<file path="src/hdl/rmmwf_pkg.sv">
// shared types and constants for the rgb median/mean window filter
`default_nettype none
package rmmwf_pkg;

	localparam int SIDE      = 3;
	localparam int CELLS     = SIDE * SIDE;
	localparam int CHAN_W    = 8;
	localparam int IDX_W     = $clog2(CELLS);
	localparam int POS_W     = $clog2(CELLS);
	localparam int COL_W     = $clog2(SIDE);
	localparam int SUM_W     = 12;
	// divide by ten as multiply by 3277 / 2^15, exact for sums below 4096
	localparam int RECIP_W   = 12;
	localparam int RECIP_SH  = 15;
	localparam logic [RECIP_W-1:0] RECIP = RECIP_W'(3277);
	localparam int PROD_W    = SUM_W + RECIP_W;

	// center slot of the middle row when the window is freshly reloaded
	localparam logic [IDX_W-1:0] RELOAD_CENTER = IDX_W'((SIDE / 2) * SIDE + SIDE / 2);
	localparam logic [IDX_W-1:0] MID_ROW_BASE  = IDX_W'((SIDE / 2) * SIDE);

	typedef logic [CHAN_W-1:0] pix_t;
	typedef pix_t [CELLS-1:0] win_t;

	// group status from the window store
	typedef struct packed {
		logic              done;
		logic [IDX_W-1:0]  center;
	} grp_t;

	// per-stage load enables for the lanes
	typedef struct packed {
		logic ld_s2;
		logic ld_s3;
		logic ld_s4;
		logic ld_s5;
	} lane_en_t;

endpackage
`default_nettype wire

</file>
<file path="src/hdl/rmmwf_if.sv">
// valid/ready channel interfaces for pixel and result beats
`default_nettype none
interface rmmwf_pix_if;
	logic       valid;
	logic       ready;
	logic       new_window;
	logic [7:0] red_in;
	logic [7:0] green_in;
	logic [7:0] blue_in;

	modport source (output valid, new_window, red_in, green_in, blue_in, input ready);
	modport sink   (input valid, new_window, red_in, green_in, blue_in, output ready);
endinterface

interface rmmwf_res_if;
	logic       valid;
	logic       ready;
	logic [7:0] red_out;
	logic [7:0] green_out;
	logic [7:0] blue_out;

	modport source (output valid, red_out, green_out, blue_out, input ready);
	modport sink   (input valid, red_out, green_out, blue_out, output ready);
endinterface
`default_nettype wire

</file>
<file path="src/hdl/rgb_median_mean_window_filter_top.sv">
// top level: window store, three channel lanes and output register
//
//   channel | dir | beat contents
//   --------+-----+-------------------------------------------
//   pix     | in  | new_window, red_in, green_in, blue_in
//   res     | out | red_out, green_out, blue_out
//
// one pixel beat is taken per cycle while pix.ready is high; the beat
// completing a group (nine-pixel reload or three-pixel column) passes
// through the lane pipeline: snapshot, sort, merge, blend, multiply,
// output register, and res.valid rises once it reaches the output register.
// each stage holds when the next one is full,
// so pix.ready drops only when the snapshot stage cannot move on.
// reset clears group position, kind, column rotation and all valid bits.
`default_nettype none
module rgb_median_mean_window_filter_top (
	input  wire logic  clk,
	input  wire logic  arst_n,
	rmmwf_pix_if.sink  pix,
	rmmwf_res_if.source res
);
	import rmmwf_pkg::*;

	localparam int LANES = 3;

	logic v1_s1, v2_s2, v3_s3, v4_s4, v5_s5, vo_q;
	logic ld1, ld_out;
	lane_en_t en;

	win_t             red_snap, green_snap, blue_snap;
	grp_t             grp;
	win_t [LANES-1:0] win_s1;
	logic [IDX_W-1:0] center_s1;
	pix_t [LANES-1:0] lane_res;
	pix_t [LANES-1:0] out_q;

	logic take;

	// stage advance, back to front
	always_comb begin
		ld_out   = v5_s5 && (!vo_q || res.ready);
		en.ld_s5 = v4_s4 && (!v5_s5 || ld_out);
		en.ld_s4 = v3_s3 && (!v4_s4 || en.ld_s5);
		en.ld_s3 = v2_s2 && (!v3_s3 || en.ld_s4);
		en.ld_s2 = v1_s1 && (!v2_s2 || en.ld_s3);
	end

	assign pix.ready = !v1_s1 || en.ld_s2;
	assign take      = pix.valid && pix.ready;
	assign ld1       = take && grp.done;

	rmmwf_window u_window (
		.clk        (clk),
		.arst_n     (arst_n),
		.take       (take),
		.new_window (pix.new_window),
		.red        (pix.red_in),
		.green      (pix.green_in),
		.blue       (pix.blue_in),
		.red_snap   (red_snap),
		.green_snap (green_snap),
		.blue_snap  (blue_snap),
		.grp        (grp)
	);

	// s1: window snapshot at group end
	always_ff @(posedge clk) begin
		if (ld1) begin
			win_s1[0] <= red_snap;
			win_s1[1] <= green_snap;
			win_s1[2] <= blue_snap;
			center_s1 <= grp.center;
		end
	end

	// channel lanes
	for (genvar l = 0; l < LANES; l++) begin : g_lane
		rmmwf_lane u_lane (
			.clk    (clk),
			.en     (en),
			.win    (win_s1[l]),
			.center (center_s1),
			.result (lane_res[l])
		);
	end

	// output register
	always_ff @(posedge clk) begin
		if (ld_out) begin
			out_q <= lane_res;
		end
	end

	// stage valid bits
	always_ff @(posedge clk or negedge arst_n) begin
		if (!arst_n) begin
			v1_s1 <= 1'b0;
			v2_s2 <= 1'b0;
			v3_s3 <= 1'b0;
			v4_s4 <= 1'b0;
			v5_s5 <= 1'b0;
			vo_q  <= 1'b0;
		end else begin
			v1_s1 <= ld1 || (v1_s1 && !en.ld_s2);
			v2_s2 <= en.ld_s2 || (v2_s2 && !en.ld_s3);
			v3_s3 <= en.ld_s3 || (v3_s3 && !en.ld_s4);
			v4_s4 <= en.ld_s4 || (v4_s4 && !en.ld_s5);
			v5_s5 <= en.ld_s5 || (v5_s5 && !ld_out);
			vo_q  <= ld_out || (vo_q && !res.ready);
		end
	end

	assign res.valid     = vo_q;
	assign res.red_out   = out_q[0];
	assign res.green_out = out_q[1];
	assign res.blue_out  = out_q[2];

	// a completing beat always lands in the snapshot stage
	a_group_load: assert property (@(posedge clk) disable iff (!arst_n)
		ld1 |=> v1_s1)
		else $error("group end beat not captured");

	// a held snapshot blocks the pixel input
	a_s1_block: assert property (@(posedge clk) disable iff (!arst_n)
		v1_s1 && !en.ld_s2 |-> !pix.ready)
		else $error("pixel taken while snapshot stage is stuck");

	// a finished product is not dropped while the output waits
	a_s5_hold: assert property (@(posedge clk) disable iff (!arst_n)
		v5_s5 && vo_q && !res.ready |=> v5_s5)
		else $error("multiply stage lost a result");

	// only the last stage feeds the output register
	a_out_src: assert property (@(posedge clk) disable iff (!arst_n)
		ld_out |-> v5_s5 && !(vo_q && !res.ready))
		else $error("output loaded without a ready source");

endmodule
`default_nettype wire

</file>
<file path="src/hdl/rmmwf_window.sv">
// window store: group tracking, slot writes and window snapshot
`default_nettype none
module rmmwf_window (
	input  wire logic                clk,
	input  wire logic                arst_n,
	input  wire logic                take,
	input  wire logic                new_window,
	input  wire rmmwf_pkg::pix_t     red,
	input  wire rmmwf_pkg::pix_t     green,
	input  wire rmmwf_pkg::pix_t     blue,
	output rmmwf_pkg::win_t          red_snap,
	output rmmwf_pkg::win_t          green_snap,
	output rmmwf_pkg::win_t          blue_snap,
	output rmmwf_pkg::grp_t          grp
);
	import rmmwf_pkg::*;

	logic [POS_W-1:0] pos_q;
	logic             reload_q;
	logic [COL_W-1:0] oldest_q;
	win_t             red_q, green_q, blue_q;

	logic             reload_now;
	logic [IDX_W-1:0] slot;
	logic             last;
	logic [COL_W-1:0] oldest_next;

	// group kind, target slot and end of group
	always_comb begin
		reload_now = (pos_q == '0) ? new_window : reload_q;
		if (reload_now) begin
			slot = IDX_W'(pos_q);
			last = (pos_q == POS_W'(CELLS - 1));
		end else begin
			slot = IDX_W'(pos_q * POS_W'(SIDE)) + IDX_W'(oldest_q);
			last = (pos_q == POS_W'(SIDE - 1));
		end
		oldest_next = (oldest_q == COL_W'(SIDE - 1)) ? '0 : oldest_q + 1'b1;
	end

	// snapshot with this beat already written in
	always_comb begin
		red_snap         = red_q;
		green_snap       = green_q;
		blue_snap        = blue_q;
		red_snap[slot]   = red;
		green_snap[slot] = green;
		blue_snap[slot]  = blue;
	end

	// center of the window after this group, in physical slots
	always_comb begin
		grp.done = last;
		if (reload_now) begin
			grp.center = RELOAD_CENTER;
		end else begin
			// (oldest_next + 1) mod 3 equals (oldest + 2) mod 3
			grp.center = MID_ROW_BASE
				+ IDX_W'((oldest_q == '0) ? COL_W'(SIDE - 1) : oldest_q - 1'b1);
		end
	end

	// window payload
	always_ff @(posedge clk) begin
		if (take) begin
			red_q   <= red_snap;
			green_q <= green_snap;
			blue_q  <= blue_snap;
		end
	end

	// group counters
	always_ff @(posedge clk or negedge arst_n) begin
		if (!arst_n) begin
			pos_q    <= '0;
			reload_q <= 1'b0;
			oldest_q <= '0;
		end else if (take) begin
			reload_q <= reload_now;
			if (last) begin
				pos_q    <= '0;
				oldest_q <= reload_now ? '0 : oldest_next;
			end else begin
				pos_q <= pos_q + 1'b1;
			end
		end
	end

endmodule
`default_nettype wire

</file>
<file path="src/hdl/rmmwf_lane.sv">
// one channel lane: median of nine, window sum, blend and divide by ten
`default_nettype none
module rmmwf_lane (
	input  wire logic                          clk,
	input  wire rmmwf_pkg::lane_en_t           en,
	input  wire rmmwf_pkg::win_t               win,
	input  wire logic [rmmwf_pkg::IDX_W-1:0]   center,
	output rmmwf_pkg::pix_t                    result
);
	import rmmwf_pkg::*;

	typedef pix_t [2:0] trio_t;

	function automatic trio_t sort3(input pix_t a, input pix_t b, input pix_t c);
		pix_t lo, hi, t;
		trio_t r;
		lo = (a < b) ? a : b;
		hi = (a < b) ? b : a;
		if (c < lo) begin
			t  = lo;
			lo = c;
			c  = t;
		end
		if (c > hi) begin
			t  = hi;
			hi = c;
			c  = t;
		end
		r[0] = lo;
		r[1] = c;
		r[2] = hi;
		return r;
	endfunction

	function automatic pix_t min3(input pix_t a, input pix_t b, input pix_t c);
		trio_t r;
		r = sort3(a, b, c);
		return r[0];
	endfunction

	function automatic pix_t med3(input pix_t a, input pix_t b, input pix_t c);
		trio_t r;
		r = sort3(a, b, c);
		return r[1];
	endfunction

	function automatic pix_t max3(input pix_t a, input pix_t b, input pix_t c);
		trio_t r;
		r = sort3(a, b, c);
		return r[2];
	endfunction

	trio_t [SIDE-1:0]  trio_s2;
	logic [SUM_W-1:0]  part_s2;
	pix_t              lo_s3, mi_s3, hi_s3;
	logic [SUM_W-1:0]  part_s3;
	logic [SUM_W-1:0]  val_s4;
	logic [PROD_W-1:0] prod_s5;

	logic [SUM_W-1:0]  sum9;

	// full window sum
	always_comb begin
		sum9 = '0;
		for (int i = 0; i < CELLS; i++) begin
			sum9 = sum9 + SUM_W'(win[i]);
		end
	end

	// s2: sort each group of three, partial sum
	always_ff @(posedge clk) begin
		if (en.ld_s2) begin
			for (int g = 0; g < SIDE; g++) begin
				trio_s2[g] <= sort3(win[g*SIDE], win[g*SIDE+1], win[g*SIDE+2]);
			end
			part_s2 <= sum9 - SUM_W'(win[center]);
		end
	end

	// s3: max of mins, median of mids, min of maxes
	always_ff @(posedge clk) begin
		if (en.ld_s3) begin
			lo_s3   <= max3(trio_s2[0][0], trio_s2[1][0], trio_s2[2][0]);
			mi_s3   <= med3(trio_s2[0][1], trio_s2[1][1], trio_s2[2][1]);
			hi_s3   <= min3(trio_s2[0][2], trio_s2[1][2], trio_s2[2][2]);
			part_s3 <= part_s2;
		end
	end

	// s4: add twice the median
	always_ff @(posedge clk) begin
		if (en.ld_s4) begin
			val_s4 <= part_s3 + SUM_W'({med3(lo_s3, mi_s3, hi_s3), 1'b0});
		end
	end

	// s5: reciprocal multiply for the divide by ten
	always_ff @(posedge clk) begin
		if (en.ld_s5) begin
			prod_s5 <= PROD_W'(val_s4) * PROD_W'(RECIP);
		end
	end

	assign result = prod_s5[RECIP_SH +: CHAN_W];

endmodule
`default_nettype wire
</file>
<file path="src/flat_wrapper.sv">
// flat-port wrapper written by rule: the top's interface ports become plain ports
module rgb_median_mean_window_filter_top_flat import rmmwf_pkg::*;
  (clk, arst_n, pix_valid, pix_new_window, pix_red_in, pix_green_in, pix_blue_in, pix_ready, res_valid, res_red_out, res_green_out, res_blue_out, res_ready);
  rmmwf_pix_if pix_i ();
  rmmwf_res_if res_i ();
  input  wire logic clk;
  input  wire logic arst_n;
  input wire logic [$bits(pix_i.valid)-1:0] pix_valid;
  input wire logic [$bits(pix_i.new_window)-1:0] pix_new_window;
  input wire logic [$bits(pix_i.red_in)-1:0] pix_red_in;
  input wire logic [$bits(pix_i.green_in)-1:0] pix_green_in;
  input wire logic [$bits(pix_i.blue_in)-1:0] pix_blue_in;
  output wire logic [$bits(pix_i.ready)-1:0] pix_ready;
  output wire logic [$bits(res_i.valid)-1:0] res_valid;
  output wire logic [$bits(res_i.red_out)-1:0] res_red_out;
  output wire logic [$bits(res_i.green_out)-1:0] res_green_out;
  output wire logic [$bits(res_i.blue_out)-1:0] res_blue_out;
  input wire logic [$bits(res_i.ready)-1:0] res_ready;
  assign pix_i.valid = pix_valid;
  assign pix_i.new_window = pix_new_window;
  assign pix_i.red_in = pix_red_in;
  assign pix_i.green_in = pix_green_in;
  assign pix_i.blue_in = pix_blue_in;
  assign pix_ready = pix_i.ready;
  assign res_valid = res_i.valid;
  assign res_red_out = res_i.red_out;
  assign res_green_out = res_i.green_out;
  assign res_blue_out = res_i.blue_out;
  assign res_i.ready = res_ready;
  rgb_median_mean_window_filter_top u_core (.clk(clk), .arst_n(arst_n), .pix(pix_i), .res(res_i));
endmodule
</file>
<file path="config.mk">
export PLATFORM = sky130hd
export DESIGN_NAME = rgb_median_mean_window_filter_top_flat
export DESIGN_NICKNAME = d
export VERILOG_FILES = /design/src/hdl/rmmwf_pkg.sv /design/src/hdl/rmmwf_if.sv /design/src/hdl/rgb_median_mean_window_filter_top.sv /design/src/hdl/rmmwf_window.sv /design/src/hdl/rmmwf_lane.sv /design/src/flat_wrapper.sv
export SDC_FILE = /design/constraint.sdc
export NUM_CORES = 2
export LEC_CHECK = 0
export BUFFER_PORTS_ARGS = -buffer_cell sky130_fd_sc_hd__buf_2
export CAP_MARGIN = 15
export CORE_MARGIN = 2
export CORE_UTILIZATION = 65
export DETAILED_ROUTE_END_ITERATION = 8
export GPL_TIMING_DRIVEN = 0
export PLACE_DENSITY = 0.82
export REMOVE_ABC_BUFFERS = 1
export SLEW_MARGIN = 20
export SYNTH_ARGS = -nofsm -noshare
export SYNTH_HDL_FRONTEND = slang
export SYNTH_SLANG_ARGS = --single-unit
</file>
<file path="constraint.sdc">
create_clock -name clk -period 17.1 [get_ports clk]
set_input_delay 1.71 -clock clk [delete_from_list [all_inputs] [get_ports clk]]
set_output_delay 1.71 -clock clk [all_outputs]
set_load 0.01 [all_outputs]
</file>
==> impl_metrics.tcl <==
set metrics [dict create \
    status "finished, final reports clean" \
    via_per_inst 6.287 \
    synth_area_leaders "edfxtp_1 41%, ha_1 15%, fa_1 9.3%, mux2i_1 4.5%, inv_1 4.2%" \
    clock-root-buffer "clkbuf_16" \
    drc_errors 0 \
    avgSynthCellArea_sq_um 11.55 \
    grt_max_degree 106 \
    numCtsBuffers 92 \
    initial_core_util 0.6525 \
    slew_headroom 0.2366 \
    fmax_ghz 0.1178 \
    dieArea_sq_mm 0.1026 \
    tightest_slew_ns 1.145 \
    cts_resized 0 \
    crit_fanout 19 \
    port_buffers 54 \
    synth-seq-area-share 0.4112 \
    period_share 0.4964 \
    finClkSkew_ns 0.03496 \
    ctsHoldBuffers 0 \
    htree_num_levels 3 \
    worstHoldPathCells 0 \
    cts_tree "yes" \
    post-synth-top-count-cell "edfxtp_1" \
    drv_slew 0 \
    cp-end-kind "flop" \
    rsz0062_at_grt "no" \
    setup_slack_ns 8.611 \
    hold_violations 0 \
    pin_count 55 \
    regToRegSetupSlack_ns 8.61 \
    setup_viol 0 \
    synth-edff-count 880 \
    clk_pin_slew_ns 0.06 \
    routedWlPerCell_um 22.06 \
    syn_to_final_growth_pct 8.673 \
    clk_latency_ns 0.69 \
    ant_nets 0 \
    async_reset_ff_frac 0.01456 \
    syn-cell-area_sq_mm 0.06506 \
    die_h_um 320.4 \
    cts_buffer_depth 3 \
    globalplace.congestion 0.9587 \
    hpwl_mm 119.2 \
    antenna_found_initial 15 \
    synth_area_leader_cell "edfxtp_1" \
    placeableCoreArea_sq_mm 0.09971 \
    start_kind "flop" \
    cp_slowest_cell "nor3_1" \
    rows 116 \
    cpPeakStageDelay_ns 0.95 \
    track_usage 0.3067 \
    synth.top_cell.area_share 0.4062 \
    post-place-ws_ns 8.344 \
    fp.dieW_um 320.4 \
    postCtsSetupRepairBufs 0 \
    synthTopCellsByCount "880 x edfxtp_1, 773 x ha_1, 731 x inv_1" \
    cts.sink_count 893 \
    period_minus_slack_ns 8.489 \
    layout.nets 6780 \
    hold_path.class "reg2reg" \
    critPathKind "reg2reg" \
    cp.arrival_ns 8.89 \
    final_layout_size_suffix_gt1_frac 0.1027 \
    grt_pass1_vias 44620 \
    crit_required_ns 17.51 \
    drtIter0Drc 3806 \
    gr-total-overflow 0 \
    grt_first_pass_wirelength_mm 245.7 \
    reg2regPathDepth 30 \
    maxCapViolCount 0 \
    ys_ff_latch 893 \
    syn-instance-count 5633 \
    wirelength_mm 155.6 \
    synth.lib_cells_used.distinct 72 \
    dominantRegCellSynth "edfxtp_1" \
    vias 44350 \
    ys_warn_count 0 \
    dr.pass1.iters 7 \
]
## registers in the layout (all words and copies together) (netlist names), 2 cells and up
| register | count |
|---|---|
| u_core.res.blue_out | 8 |
| u_core.g_lane.u_lane.mi_s3 | 24 |
| u_core.u_window.oldest_q | 2 |
| u_core.u_window.blue_q | 72 |
| u_core.g_lane.u_lane.part_s2 | 36 |
| u_core.g_lane.u_lane.hi_s3 | 24 |
| u_core.g_lane.u_lane.prod_s5 | 24 |
| u_core.g_lane.u_lane.val_s4 | 36 |
| u_core.g_lane.u_lane.part_s3 | 36 |
| u_core.u_window.red_q | 72 |
| u_core.res.red_out | 8 |
| u_core.win_s1 | 216 |
| u_core.center_s1 | 4 |
| u_core.u_window.pos_q | 4 |
| u_core.res.green_out | 8 |
| u_core.g_lane.u_lane.trio_s2 | 216 |
| u_core.u_window.green_q | 72 |
| u_core.g_lane.u_lane.lo_s3 | 24 |
## placed cells by master, fill, tap and decap left out, types with 20 or more instances in the layout
master	synthesis	routed
nor3b_1	49	49
o21bai_1	29	29
inv_1	731	730
fa_1	302	302
nand4_1	30	30
a21o_1	91	91
o21a_1	80	79
o21ai_1	29	25
nor2b_1	63	60
a221oi_1	64	64
a211o_1	24	24
o21ai_0	192	192
mux2i_1	295	294
a21oi_1	446	436
a31oi_1	22	20
buf_16	0	24
mux4_2	48	48
edfxtp_1	880	880
nand3_1	74	74
ha_1	773	773
buf_2	51	59
clkbuf_1	75	22
clkbuf_16	0	93
nand2b_1	47	44
mux2_2	228	228
xnor2_1	59	59
a211oi_1	23	23
nand2_1	258	257
nor3_1	49	49
xor2_1	25	25
nor2_1	358	354
## metrics by stage
stage	hold WS, ns	TNS [ns]	util	cells	instance area (sq um)
4_1_cts	0.4135	0	0.7083	7051	70620
3_3_place_gp	0.4005	-169.75	0.6643	6827	66240
5_1_grt	0.4161	0	0.7090	7052	70700
6_report	0.4164	0	0.7091	7055	70700
3_5_place_dp	0.4045	0	0.6775	6879	67560
2_1_floorplan	0.4003	0	-	5475	64340
## logic make-up (layout without fill, tap and decap cells)
| kind of cell | count (synthesis) | count (layout) | synth area share |
|---|---|---|---|
| compound gates | 1133 | 1133 | 0.1104 |
| mux | 573 | 573 | 0.1019 |
| flops | 893 | 893 | 0.4112 |
| fa+ha+maj | 1075 | 1075 | 0.2416 |
| other cells | 0 | 3 | 0 |
| xor+xnor | 84 | 84 | 0.01131 |
| simple gates | 986 | 986 | 0.07052 |
| buf+inv | 889 | 1010 | 0.05319 |
## worst max-delay path, delay by kind of cell (launching register included)
kind                     cells  cell delay, ns
AND/OR/NAND/NOR              4            1.28
adder cells (fa/ha/maj)      4            1.17
AO/OA/AOI/OAI               19            4.68
flip-flops                   1            0.45
XOR/XNOR                     1            0.16
multiplexers                 2            0.50
## final timing paths
kind | from | end
hold reg to reg | u_core.g_lane[1].u_lane.part_s2[7] | u_core.g_lane[1].u_lane.part_s3[7]
setup reg to reg | u_core.g_lane[0].u_lane.lo_s3[1] | u_core.g_lane[0].u_lane.val_s4[10]
hold / removal | u_core.g_lane[1].u_lane.part_s2[7] | u_core.g_lane[1].u_lane.part_s3[7]
setup / recovery | u_core.g_lane[0].u_lane.lo_s3[1] | u_core.g_lane[0].u_lane.val_s4[10]
min in group asynchronous | arst_n | u_core.u_window.pos_q[1]
max in group asynchronous | arst_n | u_core.res.valid
## final cells by class
class	count	area, sq um
diodes	3	7.507
clock buffers	116	2424
clock inverters	56	639.4
fillers	6646	29010
inverters	731	2751
multi-input cells	3851	35160
flip-flops and latches	893	26750
well taps	1298	1624
repair buffers	107	1349
## routing by layer
| layer | GRT usage | wire length (um) | vias up |
|---|---|---|---|
| li1 | - | - | 20480 |
| met1 | 0.3960 | 62130 | 21660 |
| met2 | 0.5186 | 75120 | 1757 |
| met3 | 0.05064 | 11300 | 442 |
| met4 | 0.1228 | 7005 | 10 |
| met5 | 0 | 68 | - |
Power is left out: the tool's default activity adds up to more than one toggle a clock period on the data nets, which glitch-free logic cannot reach.
